`src/hdl/lgr_pkg.sv`:
```
// Shared types, widths and defaults for the linear gradient raster unit.
package lgr_pkg;

  localparam int MAX_SIDE_DEF   = 4096;
  localparam int COORD_FRAC_DEF = 8;

  localparam int COORD_W = 24;
  localparam int DIR_W   = 25;
  localparam int LEN_W   = 51;
  localparam int VAL_W   = 32;
  localparam int SIZE_W  = 13;
  localparam int CFG_IDX_W  = 2;
  localparam int CFG_DATA_W = 13;
  localparam int QUO_W   = 31;   // quotient bits below the saturation limit
  localparam int FRAC_W  = 16;   // fraction bits of the result

  localparam logic [VAL_W-1:0] VAL_POS_SAT = 32'h7FFF_FFFF;
  localparam logic [VAL_W-1:0] VAL_NEG_SAT = 32'h8000_0000;

  typedef enum logic [CFG_IDX_W-1:0] {
    CFG_MIRROR_MODE  = 2'd0,
    CFG_FRAME_WIDTH  = 2'd1,
    CFG_FRAME_HEIGHT = 2'd2,
    CFG_UNUSED       = 2'd3
  } cfg_idx_t;

  typedef enum logic [3:0] {
    ST_IDLE,
    ST_LEN_X,
    ST_LEN_Y,
    ST_LEN_ACC,
    ST_PREP,
    ST_NUM_X,
    ST_NUM_Y,
    ST_NUM_ACC,
    ST_ABS,
    ST_CHECK,
    ST_DIV,
    ST_FINISH
  } lgr_state_t;

endpackage

```
`src/hdl/linear_gradient_raster_unit.sv`:
```
// Linear gradient raster unit: pixel counters, shared multiplier and serial divider.
//
// Usage: every word on the in_ channel is one pixel tick of a frame_width x
// frame_height raster scanned row by row. On the first pixel of a frame the
// start and end points are latched and the squared length of end - start is
// formed; the other pixels ignore the point fields. Each accepted word gives
// exactly one out_ word: the projection of the pixel onto the gradient axis
// as saturated signed Q15.16 (absolute value in mirror mode), out_frame_last
// on the final pixel, and out_degenerate with value 0 when the points meet.
// Configuration words on cfg_ are taken at any time (cfg_ready is high) but
// must only be sent while the unit is idle.
// Timing: one word in flight at a time. A pixel runs the products, the
// absolute value and the saturation check, then the restoring divider, one
// quotient bit a cycle through the shared subtract/compare unit; the first
// pixel of a frame forms the squared length first. A saturated projection
// skips the divider and a zero length skips the products too. The result
// waits in the output register; a stalled receiver holds the unit in its
// final step until out_ready frees the slot.
// Reset clears the counters, latched points and configuration (mirror off,
// 1 x 1 frame); no clearing pass is needed.
module linear_gradient_raster_unit #(
  parameter int MAX_SIDE   = lgr_pkg::MAX_SIDE_DEF,
  parameter int COORD_FRAC = lgr_pkg::COORD_FRAC_DEF
) (
  input  logic                                clk,
  input  logic                                rst_n,
  input  logic                                in_valid,
  output logic                                in_ready,
  input  logic signed [lgr_pkg::COORD_W-1:0]  in_start_px,
  input  logic signed [lgr_pkg::COORD_W-1:0]  in_start_py,
  input  logic signed [lgr_pkg::COORD_W-1:0]  in_end_px,
  input  logic signed [lgr_pkg::COORD_W-1:0]  in_end_py,
  output logic                                out_valid,
  input  logic                                out_ready,
  output logic signed [lgr_pkg::VAL_W-1:0]    out_gradient_value,
  output logic                                out_frame_last,
  output logic                                out_degenerate,
  input  logic                                cfg_valid,
  output logic                                cfg_ready,
  input  logic [lgr_pkg::CFG_IDX_W-1:0]       cfg_index,
  input  logic [lgr_pkg::CFG_DATA_W-1:0]      cfg_data
);
  import lgr_pkg::*;

  localparam int CNT_W   = (MAX_SIDE > 2) ? $clog2(MAX_SIDE) : 1;
  localparam int SZ_W    = ((CNT_W > SIZE_W) ? CNT_W : SIZE_W) + 1;
  localparam int PXU_W   = CNT_W + COORD_FRAC + 1;
  localparam int PX_W    = ((PXU_W > COORD_W) ? PXU_W : COORD_W) + 1;
  localparam int PROD_W  = PX_W + DIR_W;
  localparam int NUM_W   = PROD_W + 1;
  localparam int TOP_W   = NUM_W - (QUO_W - FRAC_W);
  localparam int CMP_W   = ((TOP_W > LEN_W + 1) ? TOP_W : LEN_W + 1) + 1;
  localparam int LOW_W   = QUO_W - FRAC_W;
  localparam int QCNT_W  = $clog2(QUO_W);
  localparam logic [SZ_W-1:0] SIDE_MAX = SZ_W'(MAX_SIDE);

  lgr_state_t state_r, state_nxt;

  // configuration
  logic              mirror_r;
  logic [SIZE_W-1:0] width_r, height_r;

  // raster and frame state
  logic [CNT_W-1:0]         col_r, col_nxt;
  logic [CNT_W-1:0]         row_r, row_nxt;
  logic signed [COORD_W-1:0] origin_x_r, origin_y_r;
  logic signed [DIR_W-1:0]  dir_x_r, dir_y_r;
  logic [LEN_W-1:0]         length_sq_r;

  // datapath
  logic signed [PX_W-1:0]   px_r, py_r;
  logic signed [PROD_W-1:0] prod_r, acc_r;
  logic signed [NUM_W-1:0]  num_r;
  logic [NUM_W-1:0]         mag_r;
  logic                     neg_r;
  logic                     sat_r;
  logic [LEN_W-1:0]         rem_r;
  logic [QUO_W-1:0]         bits_r, quo_r;
  logic [QCNT_W-1:0]        qcnt_r;
  logic                     last_r;

  // output register
  logic                     out_valid_r;
  logic [VAL_W-1:0]         out_value_r;
  logic                     out_last_r, out_degen_r;

  logic                     in_fire, first_px, col_end, row_end, finish_go;
  logic [SZ_W-1:0]          w_eff, h_eff;
  logic signed [PX_W-1:0]   mul_a;
  logic signed [DIR_W-1:0]  mul_b;
  logic signed [PROD_W-1:0] mul_p;
  logic signed [NUM_W-1:0]  acc_sum;
  logic [CMP_W-1:0]         cmp_a, cmp_d;
  logic                     cmp_ge;
  logic [VAL_W-1:0]         quo_ext;

  assign in_ready  = (state_r == ST_IDLE);
  assign in_fire   = in_valid && in_ready;
  assign cfg_ready = 1'b1;
  assign finish_go = (state_r == ST_FINISH) && (!out_valid_r || out_ready);

  assign out_valid          = out_valid_r;
  assign out_gradient_value = out_value_r;
  assign out_frame_last     = out_last_r;
  assign out_degenerate     = out_degen_r;

  // effective frame size: zero acts as one, clamp to the largest side
  always_comb begin
    w_eff = SZ_W'(width_r);
    if (width_r == '0) begin
      w_eff = SZ_W'(1);
    end else if (SZ_W'(width_r) > SIDE_MAX) begin
      w_eff = SIDE_MAX;
    end
    h_eff = SZ_W'(height_r);
    if (height_r == '0) begin
      h_eff = SZ_W'(1);
    end else if (SZ_W'(height_r) > SIDE_MAX) begin
      h_eff = SIDE_MAX;
    end
  end

  assign first_px = (col_r == '0) && (row_r == '0);
  assign col_end  = (SZ_W'(col_r) + SZ_W'(1)) >= w_eff;
  assign row_end  = (SZ_W'(row_r) + SZ_W'(1)) >= h_eff;

  // advance the raster once the pixel's word is handed to the output
  always_comb begin
    col_nxt = col_r;
    row_nxt = row_r;
    if (finish_go) begin
      if (col_end) begin
        col_nxt = '0;
        row_nxt = row_end ? '0 : row_r + CNT_W'(1);
      end else begin
        col_nxt = col_r + CNT_W'(1);
      end
    end
  end

  // shared multiplier operand selection
  always_comb begin
    unique case (state_r)
      ST_LEN_X: begin
        mul_a = PX_W'(dir_x_r);
        mul_b = dir_x_r;
      end
      ST_LEN_Y: begin
        mul_a = PX_W'(dir_y_r);
        mul_b = dir_y_r;
      end
      ST_NUM_Y: begin
        mul_a = py_r;
        mul_b = dir_y_r;
      end
      default: begin
        mul_a = px_r;
        mul_b = dir_x_r;
      end
    endcase
  end

  assign mul_p   = mul_a * mul_b;
  assign acc_sum = NUM_W'(acc_r) + NUM_W'(prod_r);

  // shared subtract/compare: saturation check, then one quotient bit a cycle
  assign cmp_a  = (state_r == ST_CHECK) ? CMP_W'(mag_r[NUM_W-1:LOW_W])
                                        : CMP_W'({rem_r, bits_r[QUO_W-1]});
  assign cmp_d  = cmp_a - CMP_W'(length_sq_r);
  assign cmp_ge = !cmp_d[CMP_W-1];

  assign quo_ext = {1'b0, quo_r};

  // next state
  always_comb begin
    state_nxt = state_r;
    unique case (state_r)
      ST_IDLE: begin
        if (in_fire) begin
          state_nxt = first_px ? ST_LEN_X : ST_PREP;
        end
      end
      ST_LEN_X:   state_nxt = ST_LEN_Y;
      ST_LEN_Y:   state_nxt = ST_LEN_ACC;
      ST_LEN_ACC: state_nxt = ST_PREP;
      ST_PREP:    state_nxt = (length_sq_r == '0) ? ST_FINISH : ST_NUM_X;
      ST_NUM_X:   state_nxt = ST_NUM_Y;
      ST_NUM_Y:   state_nxt = ST_NUM_ACC;
      ST_NUM_ACC: state_nxt = ST_ABS;
      ST_ABS:     state_nxt = ST_CHECK;
      ST_CHECK:   state_nxt = cmp_ge ? ST_FINISH : ST_DIV;
      ST_DIV: begin
        if (qcnt_r == '0) begin
          state_nxt = ST_FINISH;
        end
      end
      ST_FINISH: begin
        if (!out_valid_r || out_ready) begin
          state_nxt = ST_IDLE;
        end
      end
      default: state_nxt = ST_IDLE;
    endcase
  end

  always_ff @(posedge clk) begin
    if (!rst_n) begin
      state_r <= ST_IDLE;
    end else begin
      state_r <= state_nxt;
    end
  end

  // configuration, counters and frame state
  always_ff @(posedge clk) begin
    if (!rst_n) begin
      mirror_r    <= 1'b0;
      width_r     <= SIZE_W'(1);
      height_r    <= SIZE_W'(1);
      col_r       <= '0;
      row_r       <= '0;
      origin_x_r  <= '0;
      origin_y_r  <= '0;
      dir_x_r     <= '0;
      dir_y_r     <= '0;
      length_sq_r <= '0;
    end else begin
      if (cfg_valid && cfg_ready) begin
        unique case (cfg_idx_t'(cfg_index))
          CFG_MIRROR_MODE:  mirror_r <= cfg_data[0];
          CFG_FRAME_WIDTH:  width_r  <= cfg_data[SIZE_W-1:0];
          CFG_FRAME_HEIGHT: height_r <= cfg_data[SIZE_W-1:0];
          default: ;
        endcase
      end
      col_r <= col_nxt;
      row_r <= row_nxt;
      if (in_fire && first_px) begin
        origin_x_r <= in_start_px;
        origin_y_r <= in_start_py;
        dir_x_r    <= DIR_W'(in_end_px) - DIR_W'(in_start_px);
        dir_y_r    <= DIR_W'(in_end_py) - DIR_W'(in_start_py);
      end
      if (state_r == ST_LEN_ACC) begin
        length_sq_r <= acc_sum[LEN_W-1:0];
      end
    end
  end

  // arithmetic datapath, no reset needed
  always_ff @(posedge clk) begin
    if (in_fire) begin
      last_r <= col_end && row_end;
    end
    if (state_r == ST_PREP) begin
      px_r <= $signed(PX_W'(col_r) << COORD_FRAC) - PX_W'(origin_x_r);
      py_r <= $signed(PX_W'(row_r) << COORD_FRAC) - PX_W'(origin_y_r);
    end
    if (state_r == ST_LEN_X || state_r == ST_LEN_Y ||
        state_r == ST_NUM_X || state_r == ST_NUM_Y) begin
      prod_r <= mul_p;
      acc_r  <= prod_r;
    end
    if (state_r == ST_NUM_ACC) begin
      num_r <= acc_sum;
    end
    if (state_r == ST_ABS) begin
      mag_r <= num_r[NUM_W-1] ? NUM_W'(-num_r) : NUM_W'(num_r);
      neg_r <= num_r[NUM_W-1] && !mirror_r;
    end
    if (state_r == ST_CHECK) begin
      // a saturated projection skips the divider
      sat_r  <= cmp_ge;
      rem_r  <= LEN_W'(mag_r[NUM_W-1:LOW_W]);
      bits_r <= {mag_r[LOW_W-1:0], {FRAC_W{1'b0}}};
      quo_r  <= '0;
      qcnt_r <= QCNT_W'(QUO_W - 1);
    end
    if (state_r == ST_DIV) begin
      rem_r  <= cmp_ge ? cmp_d[LEN_W-1:0] : cmp_a[LEN_W-1:0];
      bits_r <= {bits_r[QUO_W-2:0], 1'b0};
      quo_r  <= {quo_r[QUO_W-2:0], cmp_ge};
      qcnt_r <= qcnt_r - QCNT_W'(1);
    end
  end

  // output register: load when the slot is free, drop valid when taken
  always_ff @(posedge clk) begin
    if (!rst_n) begin
      out_valid_r <= 1'b0;
    end else begin
      if (finish_go) begin
        out_valid_r <= 1'b1;
      end else if (out_valid_r && out_ready) begin
        out_valid_r <= 1'b0;
      end
    end
  end

  always_ff @(posedge clk) begin
    if (finish_go) begin
      out_last_r <= last_r;
      if (length_sq_r == '0) begin
        out_value_r <= '0;
        out_degen_r <= 1'b1;
      end else if (sat_r) begin
        out_degen_r <= 1'b0;
        out_value_r <= neg_r ? VAL_NEG_SAT : VAL_POS_SAT;
      end else begin
        out_degen_r <= 1'b0;
        out_value_r <= neg_r ? VAL_W'(-quo_ext) : quo_ext;
      end
    end
  end

endmodule

```
`config.mk`:
```
export PLATFORM = sky130hd
export DESIGN_NAME = linear_gradient_raster_unit
export DESIGN_NICKNAME = d
export VERILOG_FILES = /design/src/hdl/lgr_pkg.sv /design/src/hdl/linear_gradient_raster_unit.sv
export SDC_FILE = /design/constraint.sdc
export NUM_CORES = 2
export LEC_CHECK = 0
export BUFFER_PORTS_ARGS = -buffer_cell sky130_fd_sc_hd__clkbuf_2
export CAP_MARGIN = 20
export CORE_MARGIN = 8
export CORE_UTILIZATION = 55
export DETAILED_ROUTE_END_ITERATION = 10
export GPL_TIMING_DRIVEN = 0
export PLACE_DENSITY = 0.73
export SLEW_MARGIN = 40
export SYNTH_ARGS = -nofsm -noshare
export SYNTH_HDL_FRONTEND = slang
export SYNTH_SLANG_ARGS = --single-unit
export TNS_END_PERCENT = 30
```
`constraint.sdc`:
```
create_clock -name clk -period 8 [get_ports clk]
set_input_delay 1.6 -clock clk [delete_from_list [all_inputs] [get_ports clk]]
set_output_delay 1.6 -clock clk [all_outputs]
set_load 0.01 [all_outputs]
```
==> run_results.csv <==
group,metric,value,unit
outcome,status,"finished with violations",
outcome,violations,"negative setup slack",
placed_design,portBuffers,151,
setup_path,slowest_stage,"fa_1",
setup_path,r2r_start,"state_r[1]$_SDFFE_PN0P_",
synth,synth.area.mux_share,0.7233,%
placed_design,gp_congestion,1.013,
hold_path,hp-class,"reg2reg",
clock_tree,clk_pin_slew,0.06,ns
timing,final-setup-viol-count,9,
setup_path,crit_path_start_kind,"register",
setup_path,path_max_fanout,10,
floorplanning,die_area,114700,sq um
setup_path,worst_path_most_repeated_cell,"fa_1",
timing,period_needed,8.434,ns
synth,synth-seq-area-share,27.67,%
setup_path,startpoint,"state_r[1]$_SDFFE_PN0P_",
routing,viasPerCell,5.903,
setup_path,r2r_slack,-0.43,ns
synth,syn_area_per_cell,8.975,sq um
synth,syn-instance-count,6380,
synth,yosys.cell_types.count,83,
synth,yosys.area_share.xor_xnor,4.543,%
final_layout,drive_gt1_share,12.14,%
routing,vias,48325,
synth,synth-adder-area-share,30.77,%
final_layout,n_fill_cell,8771,
global_route,grt_pass1_vias,48814,
global_route,grt_max_degree,43,
floorplanning,num_rows,118,
routing,first_iter_violations,4301,
final_layout,design_area,66110,sq um
synth,synth_seq_cells,596,
timing,skew,0.06248,ns
timing,max_slew_margin,44.01,%
timing,fmax,118.6,MHz
timing,fin_ws,-0.4340,ns
clock_tree,cts_tree,"built",
routing,ant_nets,0,
clock_tree,clock_latency,0.67,ns
setup_path,worst_path_largest_cell_delay,0.56,ns
synth,synthSimpleGateAreaFrac,17.56,%
synth,synth_compound_area_share,11.21,%
synth,synth_area,57260,sq um
synth,synth_top_family_by_area,"adder cells",
synth,syn_nets,7507,
final_layout,area_growth,15.46,%
synth,ys_async_sr_fraction,0,%
clock_tree,cts_root_buf,"clkbuf_16",
run,maxCapViolations,0,
floorplanning,die_x,338.7,microns
clock_tree,clockBufferDepth,3,
setup_path,crit_path_end_kind,"register",
clock_tree,cts.sinks,596,
routing,wl,192.6,mm
global_route,overflow,0,
global_route,track_usage,32.84,%
final_layout,nets,7877,
synth,yosysWarnings,0,
placed_design,hpwlAfterDp,154.2,mm
floorplanning,core_area,103300,sq um
timing,timing_hold_violations_final,0,
setup_path,worstPathRequired,8.35,ns
placed_design,postPlaceCellArea,60410,sq um
setup_path,criticalPathCategory,"reg2reg",
clock_tree,numCtsBuffers,69,
floorplanning,io_pins,153,
floorplanning,die_h,338.7,microns
final_layout,seq_area,15850,sq um
hold_path,hold_start,"origin_y_r[10]$_SDFFE_PN0P_",
final_layout,multi_input_area,38620,sq um
routing,first_pass_iters,6,
timing,rsz0062_at_grt,"yes",
synth,synthFlopType,"edfxtp_1",
timing,final_max_slew_viol_count,0,
synth,synth_edf_count,391,
setup_path,cp.arrival,8.78,ns
global_route,grt_pass1_wl,290.4,mm
routing,wl_per_cell,23.52,microns
clock_tree,htreeDepth,3,
timing,worst_pin_slew,0.8375,ns
timing,period_share,105.4,%
floorplanning,start_util,55.40,%
global_route,grt_antenna_before_repair,2,
routing,drc_errors,0,
[synthesized netlist by cell type (all sizes together) (29+ instances only)]
| library cell | count | area [sq um] |
|---|---|---|
| a21o | 90 | 675.7 |
| a211oi | 40 | 300.3 |
| mux2i | 38 | 380.4 |
| nand4 | 48 | 306.5 |
| nor2b | 32 | 200.2 |
| o31ai | 33 | 262.8 |
| xor2 | 75 | 656.9 |
| xnor2 | 222 | 1944 |
| inv | 850 | 3191 |
| nor2 | 591 | 2226 |
| nand2 | 1060 | 3979 |
| nor4 | 43 | 269.0 |
| nand2b | 47 | 301.5 |
| dfxtp | 205 | 4104 |
| o21ai | 161 | 805.8 |
| a21oi | 375 | 1877 |
| clkbuf | 261 | 979.7 |
| ha | 349 | 4367 |
| fa | 662 | 13250 |
| and3 | 64 | 400.4 |
| a31oi | 67 | 419.2 |
| edfxtp | 391 | 11740 |
| o21a | 44 | 330.3 |
| nor3 | 74 | 370.4 |
| and2 | 65 | 406.6 |
| a22oi | 29 | 217.7 |
| nand3 | 142 | 710.7 |
[sequential cells by signal (all words and copies together) (netlist names), 25 cells and up]
name                cells
dir_y_r                25
prod_r                 50
py_r                   25
rem_r                  51
length_sq_r            51
mag_r                  51
num_r                  51
out_gradient_value     32
acc_r                  50
quo_r                  31
px_r                   25
dir_x_r                25
[critical path: cells and delay by family (launching register included)]
kind / cells / cell delay [ns]
compound gates: 9 / 1.95
xor+xnor: 1 / 0.10
fa+ha+maj: 8 / 3.73
buf+inv: 8 / 1.11
flops: 1 / 0.32
simple gates: 6 / 0.89
[cell type report]
cell class	count	area share [%]
Multi-Input combinational cell	4644	58.42
Buffer	268	2.956
Inverter	853	4.873
Clock inverter	32	0.6700
Tap cell	1380	2.612
Antenna cell	1	0.003785
Clock buffer	95	3.004
Timing Repair Buffer	318	3.482
Sequential cell	596	23.98
[logic make-up (layout without fill, tap and decap cells)]
family / Yosys count / after routing
AO/OA/AOI/OAI: 1015 / 1015
multiplexers: 41 / 41
XOR/XNOR: 297 / 297
flip-flops: 596 / 596
AND/OR/NAND/NOR: 2279 / 2279
adder cells (fa/ha/maj): 1011 / 1011
buffers and inverters: 1140 / 1566
other: 1 / 2
[path summary, 6_finish.rpt]
check	endpoint	cells after the start
worst min register to register	origin_y_r[10]$_SDFFE_PN0P_	2
worst min-delay path	origin_y_r[10]$_SDFFE_PN0P_	2
worst max-delay path	prod_r[47]$_DFFE_PP_	32
worst max register to register	prod_r[47]$_DFFE_PP_	32
[cells in the final DEF, fill, tap and decap left out, types with 25 or more instances in the layout]
| master | Yosys | routed |
|---|---|---|
| a211oi_1 | 40 | 37 |
| nor2b_1 | 32 | 32 |
| a31oi_1 | 67 | 65 |
| clkbuf_16 | 0 | 85 |
| buf_4 | 3 | 130 |
| o21ai_0 | 159 | 147 |
| clkbuf_1 | 261 | 149 |
| and2_1 | 65 | 64 |
| xor2_1 | 75 | 74 |
| and3_1 | 64 | 38 |
| nand3_1 | 142 | 112 |
| inv_1 | 848 | 841 |
| nand2b_1 | 46 | 45 |
| buf_2 | 9 | 28 |
| xnor2_1 | 222 | 220 |
| clkbuf_2 | 0 | 162 |
| clkbuf_8 | 0 | 59 |
| nor3_1 | 74 | 70 |
| ha_1 | 349 | 327 |
| nand4_1 | 47 | 47 |
| fa_2 | 0 | 25 |
| o31ai_1 | 30 | 30 |
| edfxtp_1 | 391 | 391 |
| nor4_1 | 43 | 41 |
| a21oi_1 | 375 | 367 |
| a21o_1 | 90 | 90 |
| dfxtp_1 | 205 | 201 |
| o21a_1 | 44 | 44 |
| nor2_1 | 590 | 569 |
| nand2_1 | 1060 | 1042 |
| fa_1 | 662 | 637 |
[timing repair]
item / in CTS / in global routing
hold buffers: 0 / 0
setup buffers: 90 / 38
setup endpoints to repair: 33 / 17
resized for setup: 493 / 77
pin swaps: 75 / 68
gates cloned: 5 / 0
[metal layers]
layer	vias up	GRT usage [%]	routed length, microns
li1	21785	-	-
met1	23752	40.53	73830
met2	2226	54.39	89980
met3	560	6.655	16650
met4	2	17.22	12110
met5	-	0	11
[through the flow]
stage                     utilization [%]  hold slack [ns]  TNS [ns]  cells  setup WS, ns
after global routing                63.97           0.4685    -4.267   8186       -0.5681
final                               63.97           0.4552    -2.579   8187       -0.4340
after global placement              57.94           0.4387   -124.97   7911        -2.217
after detailed placement            58.46           0.4469    -42.61   7947        -2.129
after CTS                           63.46           0.4554    -1.026   8150       -0.2448
after floorplan                         -           0.4003         0   6380      0.004240
Power is not shown: default switching activity piles up to over one toggle a cycle in this logic, so the estimate is an artifact.
